`config.mk`:
```
export PLATFORM = sky130hd
export DESIGN_NAME = euclidean_distance_integer_flat
export DESIGN_NICKNAME = d
export VERILOG_FILES = /design/src/design/edi_pkg.sv /design/src/design/edi_if.sv /design/src/design/edi_front.sv /design/src/design/edi_fifo.sv /design/src/design/edi_root.sv /design/src/design/euclidean_distance_integer.sv /design/src/flat_wrapper.sv
export SDC_FILE = /design/constraint.sdc
export NUM_CORES = 1
export LEC_CHECK = 0
export BUFFER_PORTS_ARGS = -buffer_cell sky130_fd_sc_hd__buf_2
export CORE_ASPECT_RATIO = 0.6
export CORE_MARGIN = 4
export CORE_UTILIZATION = 30
export CTS_BUF_LIST = sky130_fd_sc_hd__clkbuf_4 sky130_fd_sc_hd__clkbuf_8
export DETAILED_ROUTE_END_ITERATION = 10
export SYNTH_ARGS = -nofsm -noshare
export SYNTH_HDL_FRONTEND = slang
export SYNTH_SLANG_ARGS = --single-unit
```
`constraint.sdc`:
```
create_clock -name clk -period 8.1 [get_ports clk]
set_input_delay 1.62 -clock clk [delete_from_list [all_inputs] [get_ports clk]]
set_output_delay 1.62 -clock clk [all_outputs]
set_load 0.01 [all_outputs]
```
`src/design/edi_pkg.sv`:
```
package edi_pkg;

  // field widths of the stream words
  localparam int COORD_FIELD_BITS = 16;
  localparam int SQD_BITS         = 36;
  localparam int DIST_BITS        = 18;

  // build-time sizing
  localparam int MAX_DIMENSIONS = 16;
  localparam int COORD_BITS     = 16;

  localparam int CNT_BITS  = $clog2(MAX_DIMENSIONS + 1);
  localparam int MAG_BITS  = COORD_BITS;
  localparam int SQ_BITS   = 2 * COORD_BITS;
  localparam int SUM_BITS  = 37;
  localparam int ADD_BITS  = ((SUM_BITS > SQ_BITS) ? SUM_BITS : SQ_BITS) + 1;

  // highest even bit position of the root search
  localparam int ROOT_TOP  = ((SUM_BITS - 1) / 2) * 2;

  // sum queue between accumulator and root engine
  localparam int FIFO_DEPTH = 4;
  localparam int PTR_BITS   = $clog2(FIFO_DEPTH);
  localparam int FILL_BITS  = $clog2(FIFO_DEPTH + 1);

  typedef logic [SUM_BITS-1:0] sum_t;

  typedef struct packed {
    logic valid;
    sum_t sum;
  } push_t;

  typedef struct packed {
    logic empty;
    sum_t head;
  } pop_side_t;

  typedef enum logic [2:0] {
    ROOT_IDLE = 3'b001,
    ROOT_RUN  = 3'b010,
    ROOT_FIN  = 3'b100
  } root_state_t;

endpackage

```
`src/design/edi_if.sv`:
```
interface edi_in_if;
  logic                                        valid;
  logic                                        ready;
  logic signed [edi_pkg::COORD_FIELD_BITS-1:0] coord_a;
  logic signed [edi_pkg::COORD_FIELD_BITS-1:0] coord_b;
  logic                                        is_last;

  modport source (output valid, output coord_a, output coord_b, output is_last, input ready);
  modport sink   (input valid, input coord_a, input coord_b, input is_last, output ready);
endinterface

interface edi_out_if;
  logic                              valid;
  logic                              ready;
  logic [edi_pkg::SQD_BITS-1:0]      squared_distance;
  logic [edi_pkg::DIST_BITS-1:0]     distance;

  modport source (output valid, output squared_distance, output distance, input ready);
  modport sink   (input valid, input squared_distance, input distance, output ready);
endinterface

```
`src/design/edi_front.sv`:
```
module edi_front (
  input  logic            clk,
  input  logic            rst,
  edi_in_if.sink          items,
  input  logic            fifo_full,
  output edi_pkg::push_t  push
);

  logic                            advance;
  logic                            accept;
  logic [edi_pkg::CNT_BITS-1:0]    cnt;
  logic                            keep;

  logic signed [edi_pkg::COORD_BITS-1:0] a_wide;
  logic signed [edi_pkg::COORD_BITS-1:0] b_wide;
  logic signed [edi_pkg::COORD_BITS:0]   diff;
  logic [edi_pkg::MAG_BITS-1:0]          mag;

  logic                            s1_valid;
  logic                            s1_last;
  logic                            s1_keep;
  logic [edi_pkg::MAG_BITS-1:0]    s1_mag;
  logic [edi_pkg::SQ_BITS-1:0]     prod;

  logic                            s2_valid;
  logic                            s2_last;
  logic [edi_pkg::SQ_BITS-1:0]     s2_sq;

  edi_pkg::sum_t                   sum;
  logic [edi_pkg::ADD_BITS-1:0]    total;
  edi_pkg::sum_t                   total_sat;

  // whole pipe holds only when a finished sum cannot enter the queue
  assign advance     = !(s2_valid && s2_last && fifo_full);
  assign items.ready = advance;
  assign accept      = items.valid && advance;

  assign keep = cnt < edi_pkg::CNT_BITS'(edi_pkg::MAX_DIMENSIONS);

  assign a_wide = edi_pkg::COORD_BITS'(items.coord_a);
  assign b_wide = edi_pkg::COORD_BITS'(items.coord_b);
  assign diff   = $signed({a_wide[edi_pkg::COORD_BITS-1], a_wide})
                - $signed({b_wide[edi_pkg::COORD_BITS-1], b_wide});
  assign mag    = diff[edi_pkg::COORD_BITS] ? edi_pkg::MAG_BITS'(-diff)
                                            : edi_pkg::MAG_BITS'(diff);

  assign prod = s1_mag * s1_mag;

  assign total     = edi_pkg::ADD_BITS'(sum) + edi_pkg::ADD_BITS'(s2_sq);
  assign total_sat = (total > edi_pkg::ADD_BITS'({edi_pkg::SUM_BITS{1'b1}}))
                   ? {edi_pkg::SUM_BITS{1'b1}} : edi_pkg::SUM_BITS'(total);

  assign push.valid = s2_valid && s2_last && advance;
  assign push.sum   = total_sat;

  always_ff @(posedge clk) begin
    if (rst) begin
      cnt      <= '0;
      s1_valid <= 1'b0;
      s2_valid <= 1'b0;
      sum      <= '0;
    end else if (advance) begin
      if (accept) begin
        if (items.is_last) begin
          cnt <= '0;
        end else if (keep) begin
          cnt <= cnt + 1'b1;
        end
      end
      s1_valid <= accept;
      s2_valid <= s1_valid;
      if (s2_valid) begin
        sum <= s2_last ? '0 : total_sat;
      end
    end
  end

  always_ff @(posedge clk) begin
    if (advance) begin
      s1_mag  <= mag;
      s1_keep <= keep;
      s1_last <= items.is_last;
      s2_sq   <= s1_keep ? prod : '0;
      s2_last <= s1_last;
    end
  end

endmodule

```
`src/design/edi_fifo.sv`:
```
module edi_fifo (
  input  logic               clk,
  input  logic               rst,
  input  edi_pkg::push_t     push,
  output logic               full,
  input  logic               pop,
  output edi_pkg::pop_side_t side
);

  edi_pkg::sum_t                   mem [edi_pkg::FIFO_DEPTH];
  logic [edi_pkg::PTR_BITS-1:0]    wr_ptr;
  logic [edi_pkg::PTR_BITS-1:0]    rd_ptr;
  logic [edi_pkg::FILL_BITS-1:0]   fill;
  logic                            do_push;
  logic                            do_pop;

  assign full       = fill == edi_pkg::FILL_BITS'(edi_pkg::FIFO_DEPTH);
  assign side.empty = fill == '0;
  assign side.head  = mem[rd_ptr];
  assign do_push    = push.valid && !full;
  assign do_pop     = pop && !side.empty;

  always_ff @(posedge clk) begin
    if (rst) begin
      wr_ptr <= '0;
      rd_ptr <= '0;
      fill   <= '0;
    end else begin
      if (do_push) begin
        wr_ptr <= wr_ptr + 1'b1;
      end
      if (do_pop) begin
        rd_ptr <= rd_ptr + 1'b1;
      end
      if (do_push && !do_pop) begin
        fill <= fill + 1'b1;
      end else if (do_pop && !do_push) begin
        fill <= fill - 1'b1;
      end
    end
  end

  always_ff @(posedge clk) begin
    if (do_push) begin
      mem[wr_ptr] <= push.sum;
    end
  end

endmodule

```
`src/design/edi_root.sv`:
```
module edi_root (
  input  logic               clk,
  input  logic               rst,
  input  edi_pkg::pop_side_t side,
  output logic               pop,
  edi_out_if.source          results
);

  edi_pkg::root_state_t  state;
  edi_pkg::sum_t         saved;
  edi_pkg::sum_t         rem;
  edi_pkg::sum_t         res;
  edi_pkg::sum_t         bitpos;
  logic [edi_pkg::SUM_BITS:0] trial;
  logic                  slot_free;

  assign slot_free = !results.valid || results.ready;
  assign pop       = (state == edi_pkg::ROOT_IDLE) && !side.empty;
  assign trial     = {1'b0, res} + {1'b0, bitpos};

  always_ff @(posedge clk) begin
    if (rst) begin
      state         <= edi_pkg::ROOT_IDLE;
      results.valid <= 1'b0;
    end else begin
      // a new word replaces one taken in the same cycle
      if (state == edi_pkg::ROOT_FIN && slot_free) begin
        results.valid <= 1'b1;
      end else if (results.ready) begin
        results.valid <= 1'b0;
      end
      case (state)
        edi_pkg::ROOT_IDLE: begin
          if (!side.empty) begin
            state <= edi_pkg::ROOT_RUN;
          end
        end
        edi_pkg::ROOT_RUN: begin
          if (bitpos[0]) begin
            state <= edi_pkg::ROOT_FIN;
          end
        end
        edi_pkg::ROOT_FIN: begin
          if (slot_free) begin
            state <= edi_pkg::ROOT_IDLE;
          end
        end
        default: begin
          state <= edi_pkg::ROOT_IDLE;
        end
      endcase
    end
  end

  // digit-by-digit root, two bits of the radicand per step
  always_ff @(posedge clk) begin
    case (state)
      edi_pkg::ROOT_IDLE: begin
        saved  <= side.head;
        rem    <= side.head;
        res    <= '0;
        bitpos <= edi_pkg::SUM_BITS'(1) << edi_pkg::ROOT_TOP;
      end
      edi_pkg::ROOT_RUN: begin
        if ({1'b0, rem} >= trial) begin
          rem <= rem - edi_pkg::SUM_BITS'(trial);
          res <= (res >> 1) + bitpos;
        end else begin
          res <= res >> 1;
        end
        bitpos <= bitpos >> 2;
      end
      edi_pkg::ROOT_FIN: begin
        if (slot_free) begin
          results.squared_distance <= saved[edi_pkg::SUM_BITS-1:edi_pkg::SQD_BITS] != '0
                                    ? {edi_pkg::SQD_BITS{1'b1}}
                                    : saved[edi_pkg::SQD_BITS-1:0];
          results.distance <= res[edi_pkg::SUM_BITS-1:edi_pkg::DIST_BITS] != '0
                            ? {edi_pkg::DIST_BITS{1'b1}}
                            : res[edi_pkg::DIST_BITS-1:0];
        end
      end
      default: begin
        rem <= rem;
      end
    endcase
  end

endmodule

```
`src/design/euclidean_distance_integer.sv`:
```
// integer euclidean distance: each input word carries one coordinate pair of
// two points; the front end takes one word per cycle unless a closed sum meets
// a full queue, squares the difference in a two-stage pipe (register after the
// subtract, register after the multiplier) and adds it into a saturating 37-bit
// sum. pairs beyond MAX_DIMENSIONS of one point are ignored. the word marked
// is_last closes the point: its finished sum goes into a four-entry queue and
// the sum clears. the back end takes sums from the queue and finds the floor
// square root with one shared add-compare unit, two radicand bits per cycle in
// 19 root steps, plus load and write-out. points with at least as many
// coordinates as the engine spends cycles per point therefore flow at one word
// per cycle; shorter points are limited by the root engine once the queue fills,
// and the input stalls. the result word holds squared_distance (saturated to 36
// bits) and distance (saturated to 18 bits); it sits in an output register, so
// the engine starts the next root while a result waits to be taken

module euclidean_distance_integer (
  input  logic        clk,
  input  logic        rst,
  edi_in_if.sink      items,
  edi_out_if.source   results
);

  // finished sums from the accumulator
  edi_pkg::push_t      push;
  logic                fifo_full;

  // queue head towards the root engine
  edi_pkg::pop_side_t  side;
  logic                pop;

  // front: subtract, square, accumulate
  edi_front u_front (
    .clk       (clk),
    .rst       (rst),
    .items     (items),
    .fifo_full (fifo_full),
    .push      (push)
  );

  // decoupling queue of closed sums
  edi_fifo u_fifo (
    .clk  (clk),
    .rst  (rst),
    .push (push),
    .full (fifo_full),
    .pop  (pop),
    .side (side)
  );

  // back: iterative square root and result register
  edi_root u_root (
    .clk     (clk),
    .rst     (rst),
    .side    (side),
    .pop     (pop),
    .results (results)
  );

endmodule

```
`src/flat_wrapper.sv`:
```
// flat-port wrapper written by rule: the top's interface ports become plain ports
module euclidean_distance_integer_flat 
  (clk, rst, items_valid, items_coord_a, items_coord_b, items_is_last, items_ready, results_valid, results_squared_distance, results_distance, results_ready);
  edi_in_if items_i ();
  edi_out_if results_i ();
  input  logic clk;
  input  logic rst;
  input wire logic [$bits(items_i.valid)-1:0] items_valid;
  input wire logic [$bits(items_i.coord_a)-1:0] items_coord_a;
  input wire logic [$bits(items_i.coord_b)-1:0] items_coord_b;
  input wire logic [$bits(items_i.is_last)-1:0] items_is_last;
  output wire logic [$bits(items_i.ready)-1:0] items_ready;
  output wire logic [$bits(results_i.valid)-1:0] results_valid;
  output wire logic [$bits(results_i.squared_distance)-1:0] results_squared_distance;
  output wire logic [$bits(results_i.distance)-1:0] results_distance;
  input wire logic [$bits(results_i.ready)-1:0] results_ready;
  assign items_i.valid = items_valid;
  assign items_i.coord_a = items_coord_a;
  assign items_i.coord_b = items_coord_b;
  assign items_i.is_last = items_is_last;
  assign items_ready = items_i.ready;
  assign results_valid = results_i.valid;
  assign results_squared_distance = results_i.squared_distance;
  assign results_distance = results_i.distance;
  assign results_i.ready = results_ready;
  euclidean_distance_integer u_core (.clk(clk), .rst(rst), .items(items_i), .results(results_i));
endmodule
```
==> results of run 1 <==
layout by cell type, fill, tap and decap left out, types with 24 or more instances in the layout:
| cell | instances |
|---|---|
| sky130_fd_sc_hd__buf_2 | 92 |
| sky130_fd_sc_hd__o21bai_1 | 24 |
| sky130_fd_sc_hd__edfxtp_1 | 382 |
| sky130_fd_sc_hd__dfxtp_1 | 55 |
| sky130_fd_sc_hd__a22o_1 | 26 |
| sky130_fd_sc_hd__nand2_1 | 220 |
| sky130_fd_sc_hd__xnor2_1 | 86 |
| sky130_fd_sc_hd__ha_1 | 230 |
| sky130_fd_sc_hd__and3_1 | 40 |
| sky130_fd_sc_hd__nand4_1 | 26 |
| sky130_fd_sc_hd__nor2_1 | 126 |
| sky130_fd_sc_hd__a31oi_1 | 51 |
| sky130_fd_sc_hd__inv_1 | 313 |
| sky130_fd_sc_hd__nor2b_1 | 30 |
| sky130_fd_sc_hd__or2_2 | 50 |
| sky130_fd_sc_hd__mux4_2 | 37 |
| sky130_fd_sc_hd__xor2_1 | 75 |
| sky130_fd_sc_hd__nand2b_1 | 55 |
| sky130_fd_sc_hd__fa_1 | 167 |
| sky130_fd_sc_hd__nand3_1 | 34 |
| sky130_fd_sc_hd__a21oi_1 | 138 |
| sky130_fd_sc_hd__o21ai_0 | 122 |
| sky130_fd_sc_hd__clkbuf_8 | 76 |
| sky130_fd_sc_hd__and2_1 | 72 |
| sky130_fd_sc_hd__a21o_1 | 48 |
| sky130_fd_sc_hd__nor3_1 | 31 |
sequential cells by signal, indices dropped and copies added, names as in the netlist, 2 cells and up, named ones only:
signal / flops
u_core.u_front.s2_sq: 31
u_core.u_fifo.wr_ptr: 2
u_core.u_front.cnt: 5
u_core.u_root.results.squared_distance: 36
u_core.u_root.results.distance: 18
u_core.u_front.sum: 37
u_core.u_root.state: 3
u_core.u_front.s1_mag: 16
u_core.u_root.rem: 37
u_core.u_fifo.rd_ptr: 2
u_core.u_root.bitpos: 19
u_core.u_root.res: 37
u_core.u_fifo.mem: 148
u_core.u_root.saved: 37
u_core.u_fifo.fill: 3
cells in the mapped netlist (all sizes together) (34+ instances only):
cell type / instances / area, um^2
inv: 314 / 1180
edfxtp: 382 / 11500
xor2: 75 / 657
and2: 77 / 482
and3: 41 / 262
a21o: 50 / 378
nand2b: 55 / 344
o21ai: 124 / 621
dfxtp: 57 / 1140
fa: 167 / 3340
clkbuf: 74 / 280
nand3: 34 / 170
nand2: 221 / 830
mux4: 37 / 833
ha: 230 / 2880
a31oi: 51 / 319
or2: 50 / 313
nor2: 129 / 492
a21oi: 139 / 696
xnor2: 86 / 753
area by class of cell:
type / count / area (um^2) / share of cell area, %
flip-flops and latches: 439 / 12600 / 37.0
well taps: 1334 / 1670 / 4.90
clock buffers: 91 / 1160 / 3.40
diodes: 1 / 2.50 / 0.00734
repair buffers: 112 / 611 / 1.79
inverters: 315 / 1180 / 3.47
multi-input cells: 1950 / 16500 / 48.3
clock inverters: 41 / 368 / 1.08
through the flow:
stage	instances	utilization [%]
after floorplan	2796	-
after global placement	4150	32.3
after detailed placement	4150	32.3
after CTS	4282	33.8
after global routing	4282	33.8
final	4283	33.8
cell families after synthesis:
family / synth area share (%)
and+or+nand+nor: 12.8
AOI/OAI and AO/OA: 12.5
muxes: 3.40
xor gates and xnor gates: 4.61
adders and majority gates: 20.3
buffers and inverters: 5.13
DFF: 41.2
worst reg2reg max path, cell delays in order (launching register included):
cell	delay [ns]
sky130_fd_sc_hd__edfxtp_1	0.67
sky130_fd_sc_hd__and2_1	0.32
sky130_fd_sc_hd__fa_1	0.53
sky130_fd_sc_hd__inv_1	0.05
sky130_fd_sc_hd__fa_1	0.47
sky130_fd_sc_hd__inv_1	0.05
sky130_fd_sc_hd__fa_1	0.49
sky130_fd_sc_hd__inv_1	0.05
sky130_fd_sc_hd__fa_1	0.48
sky130_fd_sc_hd__inv_1	0.06
sky130_fd_sc_hd__fa_1	0.53
sky130_fd_sc_hd__inv_1	0.06
sky130_fd_sc_hd__fa_1	0.52
sky130_fd_sc_hd__inv_1	0.04
sky130_fd_sc_hd__ha_1	0.35
sky130_fd_sc_hd__a21oi_1	0.19
sky130_fd_sc_hd__o21ai_0	0.19
sky130_fd_sc_hd__o41ai_2	0.54
sky130_fd_sc_hd__a311o_1	0.33
sky130_fd_sc_hd__o21a_1	0.27
sky130_fd_sc_hd__nor2_1	0.07
sky130_fd_sc_hd__a2111o_1	0.37
sky130_fd_sc_hd__and3b_1	0.17
metal layers:
layer	up-vias	track usage (%)	part of all wire (%)	wire length [um]
li1	10200	-	-	-
met1	10400	21.2	52	37400
met2	464	18.4	40	29100
met3	91	2.77	5.9	4250
met4	2	3.19	1.9	1350
met5	-	0	0.028	20
how the worst max path moves through the flow:
stage	start	end	slack, ns	depth (start not counted)
2_1_floorplan	u_core.u_root.res[18]	u_core.u_root.rem[0]	0.76	17
4_1_cts	u_core.u_front.s1_mag[1]	u_core.u_front.s2_sq[26]	1.08	22
3_3_place_gp	u_core.u_front.s1_mag[1]	u_core.u_front.s2_sq[26]	1.12	22
5_1_grt	u_core.u_front.s1_mag[1]	u_core.u_front.s2_sq[26]	0.69	22
6_report	u_core.u_front.s1_mag[1]	u_core.u_front.s2_sq[26]	1.05	22
3_5_place_dp	u_core.u_front.s1_mag[1]	u_core.u_front.s2_sq[26]	1.08	22
==> flow_results.org, run 1 <==
** Outcome
- The flow ran to the end, and the final reports show no timing, DRC or antenna violations.

** STA
- Ratio of final minimum period to clock period :: 87.0%
- Setup-failing EPs final :: 0
- Slew at the pin closest to its max-slew limit :: 1.11 ns
- Hold violation count in the final report :: 0
- RSZ-0062 raised after global routing :: no
- Highest Clock Rate :: 142 MHz
- Slew HR :: 26.2%
- On the final layout, the worst hold slack is 0.433 ns.
- For the final routed database, the setup TNS stands at 0 ns.
- Largest clock skew in the final design :: 0.0333 ns
- The clock period could shrink to 7.05 ns.
- The number of max-slew violations in the final report came to 0.
- Once routing completed, OpenROAD measured the worst setup slack at 1.05 ns.

** Clock network
- For this design, the CTS-stage hold fixing added 0 buffers.
- CTS Buf Count :: 72
- In this run the deepest clock path goes through 3 buffers.
- Clock-pin slew of the registers on the worst-case setup and hold paths :: 0.07 ns
- The tree is rooted in a sky130_fd_sc_hd__clkbuf_8.
- Skew-Pair Late Insertion Delay :: 0.67 ns
- TritonCTS clock tree :: yes
- Post-cts resize count :: 0
- The number of setup buffers added after CTS is 0.
- The clock tree synthesis step divided the H-tree into 3 levels.
- Count of clock tree sinks :: 439

** Floorplan
- Row count :: 90
- Area of the core :: 101,000 um^2
- Die Ht :: 255 um
- The initial utilization of the core area, before any placement, comes to 30.4%.
- Horiz. Die Dim :: 420 um
- 93 I/O pins were placed.
- Die area :: 107,000 um^2

** GRT
- Global route total overflow :: 0
- Number of global-route vias before repair :: 20.9k
- Number of antenna violations at the first check in global routing :: 1
- Wire length of the first global-routing pass :: 117,000 um
- Global routing consumed, over all layers together, 13.4% of the routing resources.
- Entering global routing, the biggest net connects 86 pins.

** Route
- Before antenna repair, the detailed router went through 8 iterations.
- Average via count per standard cell :: 4.92
- Violation count after the first detailed-route iteration :: 1,583
- WL final :: 72,100 um
- Via Count :: 21.1k
- Antenna Violating Nets Remaining :: 0
- After detailed routing, the average wire length per cell comes to 16.8 um.
- DRC violation count after routing :: 0

** Setup path
- Worst-case reg-to-reg path depth :: 22
- The worst register-to-register path begins at u_core.u_front.s1_mag[1].
- Bufs and invs on worst path :: 6
- The worst setup path is launched from a flop.
- WP data required :: 8.53 ns
- Among cell families on the critical path, the largest total delay comes from adder cells.
- Master of the slowest instance on the critical path :: sky130_fd_sc_hd__edfxtp_1
- The worst setup path is of the flop to flop kind.
- Register-to-Register Setup Slack :: 1.05 ns
- Worst endpoint data arrival time :: 7.48 ns
- Sort of element at the end of the critical path :: flop
- In this run the critical register-to-register path is captured at u_core.u_front.s2_sq[26].
- The critical path goes through and2_1 > fa_1 > inv_1 > fa_1 > inv_1 > fa_1 > inv_1 > fa_1 > inv_1 > fa_1 > inv_1 > fa_1 > inv_1 > ha_1 > a21oi_1 > o21ai_0 > o41ai_2 > a311o_1 > o21a_1 > nor2_1 > a2111o_1 > and3b_1.
- Largest fanout on the critical path :: 19
- Maximum cell stage delay along the critical path :: 0.67 ns

** Yosys
- When the netlist entered floorplanning its net count stood at 3,230.
- Seq/Total Area, Yosys :: 41.2%
- The average instance in the mapped netlist occupies 10.9 um^2.
- The Yosys step of the flow raised 0 warnings.
- After synthesis, the netlist uses 89 different library cells.
- In this run, synthesis inferred 382 flip-flops with an integrated enable.
- Share of async-settable or async-resettable flops after synthesis :: 0%
- Post-Syn Area :: 30,600 um^2
- Most used DFF post-synth :: sky130_fd_sc_hd__edfxtp_1
- In the synthesized netlist, the number of instances is 2,796.
- Number of synthesized register bits :: 439

** Worst hold path
- For hold timing, the worst endpoint is u_core.u_front.s2_last.
- Worst hold stages :: 0
- In this run the worst hold path is classified as flop to flop.
- Launch instance of the worst min-delay path :: u_core.u_front.s1_last

** Cells and area
- Filler Cell Count :: 10.1k
- Layout net count :: 3,324
- Area growth, synth to finish :: 11.4%
- Summing all non-filler instances in the final layout gives an area of 34,100 um^2.
- Proportion of layout cells with a drive suffix above 1 :: 12.7%

** Placement
- Placer Congestion :: 0.843
- Worst-case setup slack after placement :: 1.08 ns
- Post-detailed-placement half-perimeter wirelength :: 53,200 um
- Cell Area, Placed :: 32,500 um^2
- During placement, the flow inserted port buffers numbering 92.

** Flow run
- Number of maximum-capacitance violations :: 0
Power of run 1 is left out: the tool's default activity adds up to more than one toggle a clock period on the data nets, which glitch-free logic cannot reach.
==> run 2, diff against run 1 <==
--- a/config.mk
+++ b/config.mk
@@ -5,12 +5,14 @@
 export SDC_FILE = /design/constraint.sdc
 export NUM_CORES = 1
 export LEC_CHECK = 0
+export ABC_AREA = 1
 export BUFFER_PORTS_ARGS = -buffer_cell sky130_fd_sc_hd__buf_2
 export CORE_ASPECT_RATIO = 0.6
 export CORE_MARGIN = 4
 export CORE_UTILIZATION = 30
 export CTS_BUF_LIST = sky130_fd_sc_hd__clkbuf_4 sky130_fd_sc_hd__clkbuf_8
 export DETAILED_ROUTE_END_ITERATION = 10
+export PLACE_DENSITY = 0.48
 export SYNTH_ARGS = -nofsm -noshare
 export SYNTH_HDL_FRONTEND = slang
 export SYNTH_SLANG_ARGS = --single-unit
==> flow_results.org, run 2 <==
** Yosys
- After synthesis, the mean cell area works out to 8.44 um^2.
- After synthesis, the cell types taking the most area are sky130_fd_sc_hd__edfxtp_1 34%, sky130_fd_sc_hd__fa_1 10%, sky130_fd_sc_hd__nand2_1 9.4%.
- Share of async-settable or async-resettable flops after synthesis :: 0%
- Summing every instance area after synthesis gives 33,300 um^2.
- Net Count, Synth :: 4,376
- Commonest cells in the synthesized netlist :: 836 x sky130_fd_sc_hd__nand2_1, 631 x sky130_fd_sc_hd__inv_1, 382 x sky130_fd_sc_hd__edfxtp_1
- The synthesized design contains 382 enable-type register cells.
- Largest area contributor in the synthesized netlist :: sky130_fd_sc_hd__edfxtp_1
- In the post-synthesis netlist, the cell with the most instances is sky130_fd_sc_hd__nand2_1.
- Unique cell type count in the Yosys netlist :: 55
- The most used flip-flop cell after synthesis is sky130_fd_sc_hd__edfxtp_1.
- Share of Yosys cell area claimed by the top area cell type :: 34.5%
- Yosys printed 0 warnings.
- Seq/Total Area, Yosys :: 37.9%
- In this run, synthesis produced a sequential element count of 439.
- Cell count after synthesis :: 3,942

** Route
- The first TritonRoute pass finished after 7 iterations.
- The routed layout has 26.8k vias.
- Final routed wire length divided by cell count :: 18.1 um
- Antenna Violating Nets Remaining :: 0
- Average via count per standard cell :: 4.81
- In the routed design, unresolved DRC markers number 0.
- The detailed router finished its first iteration with 2,742 violations.
- After detailed routing, the total wire length is 101,000 um.

** Clock network
- The number of clock buffers added by TritonCTS is 74.
- TritonCTS built the clock tree.
- Post-CTS repair timing setup buffer count :: 0
- CTS built an H-tree with a depth of 3.
- The clock passes through at most 3 buffers.
- Clock latency on the worst-skew pair, taken at its later pin, is 0.72 ns.
- Clock tree synthesis found a total of 439 sinks.
- After clock tree synthesis, the repair step resized 0 gates.
- After clock tree synthesis, the flow added hold-fix buffers numbering 0.
- Clock-pin slew of the registers on the worst-case setup and hold paths :: 0.06 ns
- Clk Tree Root Cell :: sky130_fd_sc_hd__clkbuf_8

** GRT
- Global-route usage over all layers :: 17.4%
- Routing usage on met1 :: 30.2%
- Entering global routing, the biggest net connects 75 pins.
- The total overflow left after global routing is 0.
- The number of global-route vias before repair is 25.5k.
- After global routing, the most crowded layer is met1.
- Number of antenna violations at the first check in global routing :: 4
- Wire length of the first global-routing pass :: 156,000 um
- In the global route stage, met2 resource usage came out at 20.3%.
- For met3 alone, demand over resource in global routing was 4.28%.

** STA
- Slew HR :: 20.1%
- Setup repair after global routing left no endpoint under its margin.
- Setup TNS after final layout :: 0 ns
- The clock period could shrink to 7.01 ns.
- Setup violations remaining at the end of the flow were counted as 0.
- Hold violation count in the final report :: 0
- Largest clock skew in the final design :: 0.0430 ns
- In the finished design, the share of the clock period the worst path needs comes to 86.6%.
- Slew at the pin closest to its max-slew limit :: 1.19 ns
- Timing would allow up to 143 MHz.
- The number of max-slew violations in the final report was 0.

** Setup path
- WP data required :: 8.54 ns
- The worst setup path is captured at a flop.
- At the worst endpoint, the arrival time is 7.45 ns.
- In this run the worst path has a maximum fanout of 16.
- Critical Path Start Type :: flop
- Critical path class :: flop to flop

** Floorplan
- Area of the core :: 110,000 um^2
- The die is 266 um tall.
- I/O pin count :: 93
- Horiz. Die Dim :: 438 um
- Die area :: 116,000 um^2
- Row count :: 94
- Once the floorplan was initialized, standard cells occupied 30.3% of the core.

** Placement
- Port Buf Inserts :: 92
- Placer Congestion :: 0.951
- Post-detailed-placement half-perimeter wirelength :: 79,200 um

** Cells and area
- Top register by number of flip-flops :: u_core.u_fifo.mem
- Commonest non-fill, non-tap cells in the layout :: 833 x sky130_fd_sc_hd__nand2_1, 629 x sky130_fd_sc_hd__inv_1, 382 x sky130_fd_sc_hd__edfxtp_1, 360 x sky130_fd_sc_hd__nor2_1, 253 x sky130_fd_sc_hd__a21oi_1
- Of the cells placed in the final design, the portion with a size suffix greater than 1 is 9.46%.
- In the final design database the tool counted 4,467 nets.
- Most common cell after layout, fill and taps aside :: sky130_fd_sc_hd__nand2_1
- Largest register FFs :: 148
- Relative to the synthesized area, the layout overhead comes to 10.6%.

** Worst hold path
- Class of the tightest hold or removal check :: flop to flop

** Outcome
- The flow ran to the end, and the final reports show no timing, DRC or antenna violations.

** Flow run
- Number of maximum-capacitance violations :: 0
run 2: changes by cell type after synthesis, sizes merged, moves of 30 or more:
| cell | before | now |
|---|---|---|
| nand2b | 55 | 0 |
| inv | 314 | 640 |
| nand2 | 221 | 862 |
| nand3 | 34 | 172 |
| and2 | 77 | 1 |
| a31oi | 51 | 15 |
| a21o | 50 | 11 |
| o22ai | 1 | 40 |
| o21ai | 124 | 240 |
| mux4 | 37 | 0 |
| nor2 | 129 | 374 |
| a21oi | 139 | 271 |
| nor2b | 30 | 0 |
| and3 | 41 | 2 |
run 2: path summary, 6_finish.rpt:
| kind | from | to | slack (ns) | cells after the start |
|---|---|---|---|---|
| setup / recovery | u_core.u_front.s1_mag[6] | u_core.u_front.s2_sq[26] | 1.09 | 22 |
| hold / removal | u_core.u_front.s1_last | u_core.u_front.s2_last | 0.42 | 0 |
| hold reg to reg | u_core.u_front.s1_last | u_core.u_front.s2_last | 0.42 | 0 |
| setup reg to reg | u_core.u_front.s1_mag[6] | u_core.u_front.s2_sq[26] | 1.09 | 22 |
run 2: final cells by class:
type                            instances  area (um^2)
Antenna cell                            3         7.51
Tap cell                             1488         1860
Timing Repair Buffer                  117          648
Fill cell                           11600        73000
Inverter                              640         2400
Sequential cell                       439        12600
Clock inverter                         30          160
Clock buffer                          102         1250
Multi-Input combinational cell       2761        17900
run 2: layer usage:
metal,vias up,wire length (um)
li1,13100,-
met1,12600,55800
met2,1013,34100
met3,89,9910
met4,0,1280
met5,-,0
run 2: kinds of logic after synthesis:
group / Yosys count / share of synthesized area (%)
simple gates: 1565 / 20.0
buf+inv: 742 / 8.59
compound gates: 660 / 11.2
flops: 439 / 37.9
fa+ha+maj: 397 / 18.7
xor+xnor: 138 / 3.63
mux: 1 / 0.0338
run 2: critical path, cell delays in order, from the launching register on:
cell,delay [ns]
sky130_fd_sc_hd__edfxtp_1,0.82
sky130_fd_sc_hd__nand2_1,0.24
sky130_fd_sc_hd__fa_1,0.58
sky130_fd_sc_hd__inv_1,0.05
sky130_fd_sc_hd__fa_1,0.46
sky130_fd_sc_hd__fa_1,0.52
sky130_fd_sc_hd__fa_1,0.52
sky130_fd_sc_hd__fa_1,0.54
sky130_fd_sc_hd__inv_1,0.05
sky130_fd_sc_hd__fa_1,0.52
sky130_fd_sc_hd__inv_1,0.04
sky130_fd_sc_hd__ha_1,0.39
sky130_fd_sc_hd__nand2_1,0.21
sky130_fd_sc_hd__inv_1,0.09
sky130_fd_sc_hd__nand2_1,0.12
sky130_fd_sc_hd__nor3_1,0.40
sky130_fd_sc_hd__nand4_1,0.33
sky130_fd_sc_hd__nand3_1,0.32
sky130_fd_sc_hd__nand3_1,0.11
sky130_fd_sc_hd__nand2_1,0.13
sky130_fd_sc_hd__a21oi_1,0.09
sky130_fd_sc_hd__o21ai_0,0.17
sky130_fd_sc_hd__a21oi_1,0.06
run 2: per-stage QoR:
step / utilization, % / std cells / worst slack, ns / hold slack [ns] / cell area [um^2]
final: 33.5 / 5580 / 1.09 / 0.422 / 36800
after global routing: 33.5 / 5578 / 0.702 / 0.436 / 36800
after CTS: 33.5 / 5577 / 1.26 / 0.422 / 36800
after detailed placement: 32.2 / 5445 / 1.31 / 0.421 / 35400
after global placement: 32.2 / 5445 / 1.37 / 0.406 / 35400
after floorplan: - / 3942 / 2.24 / 0.400 / 33300
Power of run 2 is left out for the same reason.
==> run 3, diff against run 2 <==
--- a/config.mk
+++ b/config.mk
@@ -13,6 +13,7 @@
 export CTS_BUF_LIST = sky130_fd_sc_hd__clkbuf_4 sky130_fd_sc_hd__clkbuf_8
 export DETAILED_ROUTE_END_ITERATION = 10
 export PLACE_DENSITY = 0.48
+export REMOVE_ABC_BUFFERS = 1
 export SYNTH_ARGS = -nofsm -noshare
 export SYNTH_HDL_FRONTEND = slang
 export SYNTH_SLANG_ARGS = --single-unit
==> flow_results.org, run 3 (synthesis results as in run 2) <==
** Cells and area
- Post-route non-filler standard cell count :: 5,575
- Area growth, synth to finish :: 10.9%
- Most common cell after layout, fill and taps aside :: sky130_fd_sc_hd__nand2_1
- Ranked by flip-flop count, first place goes to u_core.u_fifo.mem.
- Layout net count :: 4,467
- The top cell types in the final layout, fill and taps aside, are 834 x sky130_fd_sc_hd__nand2_1, 629 x sky130_fd_sc_hd__inv_1, 382 x sky130_fd_sc_hd__edfxtp_1, 360 x sky130_fd_sc_hd__nor2_1, 253 x sky130_fd_sc_hd__a21oi_1.
- Filler Cell Count :: 11.7k
- The register with the most flip-flops in the layout has 148 of them.
- Proportion of layout cells with a drive suffix above 1 :: 9.52%

** STA
- Hold violation count in the final report :: 0
- Slew at the pin closest to its max-slew limit :: 1.35 ns
- Derived from the worst setup path, the maximum achievable clock frequency is 146 MHz.
- Setup violations remaining at the end of the flow were counted as 0.
- Clock skew on the completed layout was measured at 0.0432 ns.
- The number of max-slew violations in the final report came to 0.
- RSZ-0062 raised after global routing :: no
- In the final timing run, aggregate negative setup slack is 0 ns.
- The clock period could shrink to 6.85 ns.
- Post-Route Hold Slack :: 0.431 ns
- In this run the tightest slew margin relative to its limit is 9.18%.
- Of the available clock period, the critical path in the final layout requires 84.5%.

** GRT
- Global routing consumed, over all layers together, 17.6% of the routing resources.
- The number of global-route vias before repair came to 25.7k.
- The first global-routing pass estimated 158,000 um of wire.
- Number of antenna violations at the first check in global routing :: 4
- The total overflow left after global routing is 0.
- Maximum number of pins on one net before global-route repair :: 73

** Placement
- The number of placed instances, taps included, is 5,445.
- Placer Congestion :: 0.965
- The count of buffers added on input and output ports is 92.
- Post-detailed-placement half-perimeter wirelength :: 80,100 um

** Clock network
- Clk Tree Root Cell :: sky130_fd_sc_hd__clkbuf_8
- Post-CTS repair changed the size of 0 cells.
- Maximum buffer depth of the clock tree :: 3
- Clock-pin slew was measured on the worst setup and hold paths at 0.06 ns.
- Post-CTS repair timing setup buffer count :: 0
- The later pin in the worst-skew pair is clocked with a latency of 0.72 ns.
- For this design, the sink count on the clock tree is 439.
- Count of hold buffers inserted by post-cts repair :: 0
- TritonCTS clock tree :: yes
- The H-tree was split into 3 levels.
- Counting the buffers created by CTS gives 74.

** Setup path
- Largest delay share family, worst path :: adder cells
- Worst r2r src :: u_core.u_front.s1_mag[6]
- The endpoint identified for the worst register-to-register timing path is u_core.u_front.s2_sq[26].
- Along the worst path, the maximum fanout reaches 16.
- In this design, the stage delay of the slowest critical-path cell is 0.91 ns.
- WP data required :: 8.57 ns
- The worst setup path is launched from a flop.
- Crit path from :: u_core.u_front.s1_mag[6]
- Worst path cell trace :: nand2_1 > fa_1 > inv_1 > fa_1 > fa_1 > fa_1 > fa_1 > inv_1 > fa_1 > inv_1 > ha_1 > nand2_1 > inv_1 > nand2_1 > nor3_1 > nand4_1 > nand3_1 > nand3_1 > nand2_1 > a21oi_1 > o21ai_0 > a21oi_1
- Worst-case reg-to-reg path depth :: 22
- Capturing instance or port of the critical path :: u_core.u_front.s2_sq[26]
- Data arrives at the worst endpoint at 7.31 ns.
- Master of the slowest instance on the critical path :: sky130_fd_sc_hd__edfxtp_1
- Bufs and invs on worst path :: 4
- CP Depth :: 22
- Counting stages on the worst path, the most repeated cell is sky130_fd_sc_hd__fa_1.
- Register-to-Register Setup Slack :: 1.25 ns
- Sort of element at the end of the critical path :: flop
- Critical path class :: flop to flop

** Floorplan
- I/O pin count :: 93
- The core region is 110,000 um^2.
- Die area :: 116,000 um^2
- Initial cell density of the core :: 30.3%
- Horiz. Die Dim :: 438 um
- The initialized floorplan defines 94 standard-cell rows.
- Die Ht :: 266 um

** Route
- DRC violation count after routing :: 0
- Via Count :: 27.1k
- Once detail routing completed, the nets flagged for antenna violations numbered 0.
- Number of optimization iterations in the first detailed-route pass :: 7
- WL final :: 102,000 um
- In the final routed layout, each cell accounts on average for 18.4 um.
- Average via count per standard cell :: 4.86
- Violation count after the first detailed-route iteration :: 2,850

** Worst hold path
- The tightest min-delay check is of the flop to flop type.

** Flow run
- Number of maximum-capacitance violations :: 0

** Outcome
- Outcome :: finished clean
run 3: changes by cell type in the layout (fill, tap and decap cells not counted):
cell	before	now
sky130_fd_sc_hd__clkinv_4	1	0
sky130_fd_sc_hd__nand2_2	27	26
sky130_fd_sc_hd__clkinvlp_4	4	5
sky130_fd_sc_hd__nand2_1	833	834
sky130_fd_sc_hd__clkbuf_4	25	32
sky130_fd_sc_hd__diode_2	3	1
sky130_fd_sc_hd__clkbuf_8	77	79
sky130_fd_sc_hd__clkinv_1	12	6
sky130_fd_sc_hd__bufinv_16	0	2
sky130_fd_sc_hd__clkinv_2	10	3
sky130_fd_sc_hd__clkinv_8	0	1
sky130_fd_sc_hd__inv_6	3	1
run 3: final cells by class:
| cell class | instances | area (um^2) | share of cell area, % |
|---|---|---|---|
| flip-flops and latches | 439 | 12600 | 34.2 |
| repair buffers | 117 | 648 | 1.76 |
| well taps | 1488 | 1860 | 5.05 |
| multi-input cells | 2761 | 17900 | 48.4 |
| clock buffers | 111 | 1330 | 3.60 |
| inverters | 640 | 2400 | 6.52 |
| clock inverters | 18 | 160 | 0.434 |
| diodes | 1 | 2.50 | 0.00678 |
run 3: metal layers:
| metal | part of all wire [%] | up-vias | wire length [um] | global-route usage [%] |
|---|---|---|---|---|
| met3 | 10 | 89 | 10600 | 5.31 |
| met1 | 55 | 12900 | 56800 | 30.1 |
| met2 | 33 | 954 | 33800 | 20.4 |
| met4 | 1.2 | 2 | 1230 | 3.34 |
| met5 | 0.020 | - | 20 | 0 |
| li1 | - | 13100 | - | - |
run 3: how the worst min path moves through the flow:
stage                                 from  slack [ns]  cells past startpoint                      to
CTS                 u_core.u_front.s1_last        0.45                      0  u_core.u_front.s2_last
global placement    u_core.u_front.s1_last        0.40                      0  u_core.u_front.s2_last
global route        u_core.u_front.s1_last        0.44                      0  u_core.u_front.s2_last
finish              u_core.u_front.s1_last        0.43                      0  u_core.u_front.s2_last
floorplan           u_core.u_front.s1_last        0.40                      0  u_core.u_front.s2_last
detailed placement  u_core.u_front.s1_last        0.43                      0  u_core.u_front.s2_last
run 3: metrics by stage:
step | worst slack (ns) | util [%] | instance area [um^2]
global route | 0.855 | 33.6 | 36900
detailed placement | 1.36 | 32.2 | 35400
floorplan | 2.48 | - | 32800
finish | 1.25 | 33.6 | 36900
CTS | 1.30 | 33.6 | 36900
global placement | 1.45 | 32.2 | 35400
run 3: worst reg2reg max path, cell delays in order (launching register included):
cell	delay (ns)
sky130_fd_sc_hd__edfxtp_1	0.91
sky130_fd_sc_hd__nand2_1	0.26
sky130_fd_sc_hd__fa_1	0.58
sky130_fd_sc_hd__inv_1	0.05
sky130_fd_sc_hd__fa_1	0.46
sky130_fd_sc_hd__fa_1	0.52
sky130_fd_sc_hd__fa_1	0.52
sky130_fd_sc_hd__fa_1	0.54
sky130_fd_sc_hd__inv_1	0.05
sky130_fd_sc_hd__fa_1	0.52
sky130_fd_sc_hd__inv_1	0.04
sky130_fd_sc_hd__ha_1	0.36
sky130_fd_sc_hd__nand2_1	0.15
sky130_fd_sc_hd__inv_1	0.08
sky130_fd_sc_hd__nand2_1	0.09
sky130_fd_sc_hd__nor3_1	0.38
sky130_fd_sc_hd__nand4_1	0.27
sky130_fd_sc_hd__nand3_1	0.28
sky130_fd_sc_hd__nand3_1	0.10
sky130_fd_sc_hd__nand2_1	0.12
sky130_fd_sc_hd__a21oi_1	0.10
sky130_fd_sc_hd__o21ai_0	0.15
sky130_fd_sc_hd__a21oi_1	0.05
Power of run 3 is left out for the same reason.
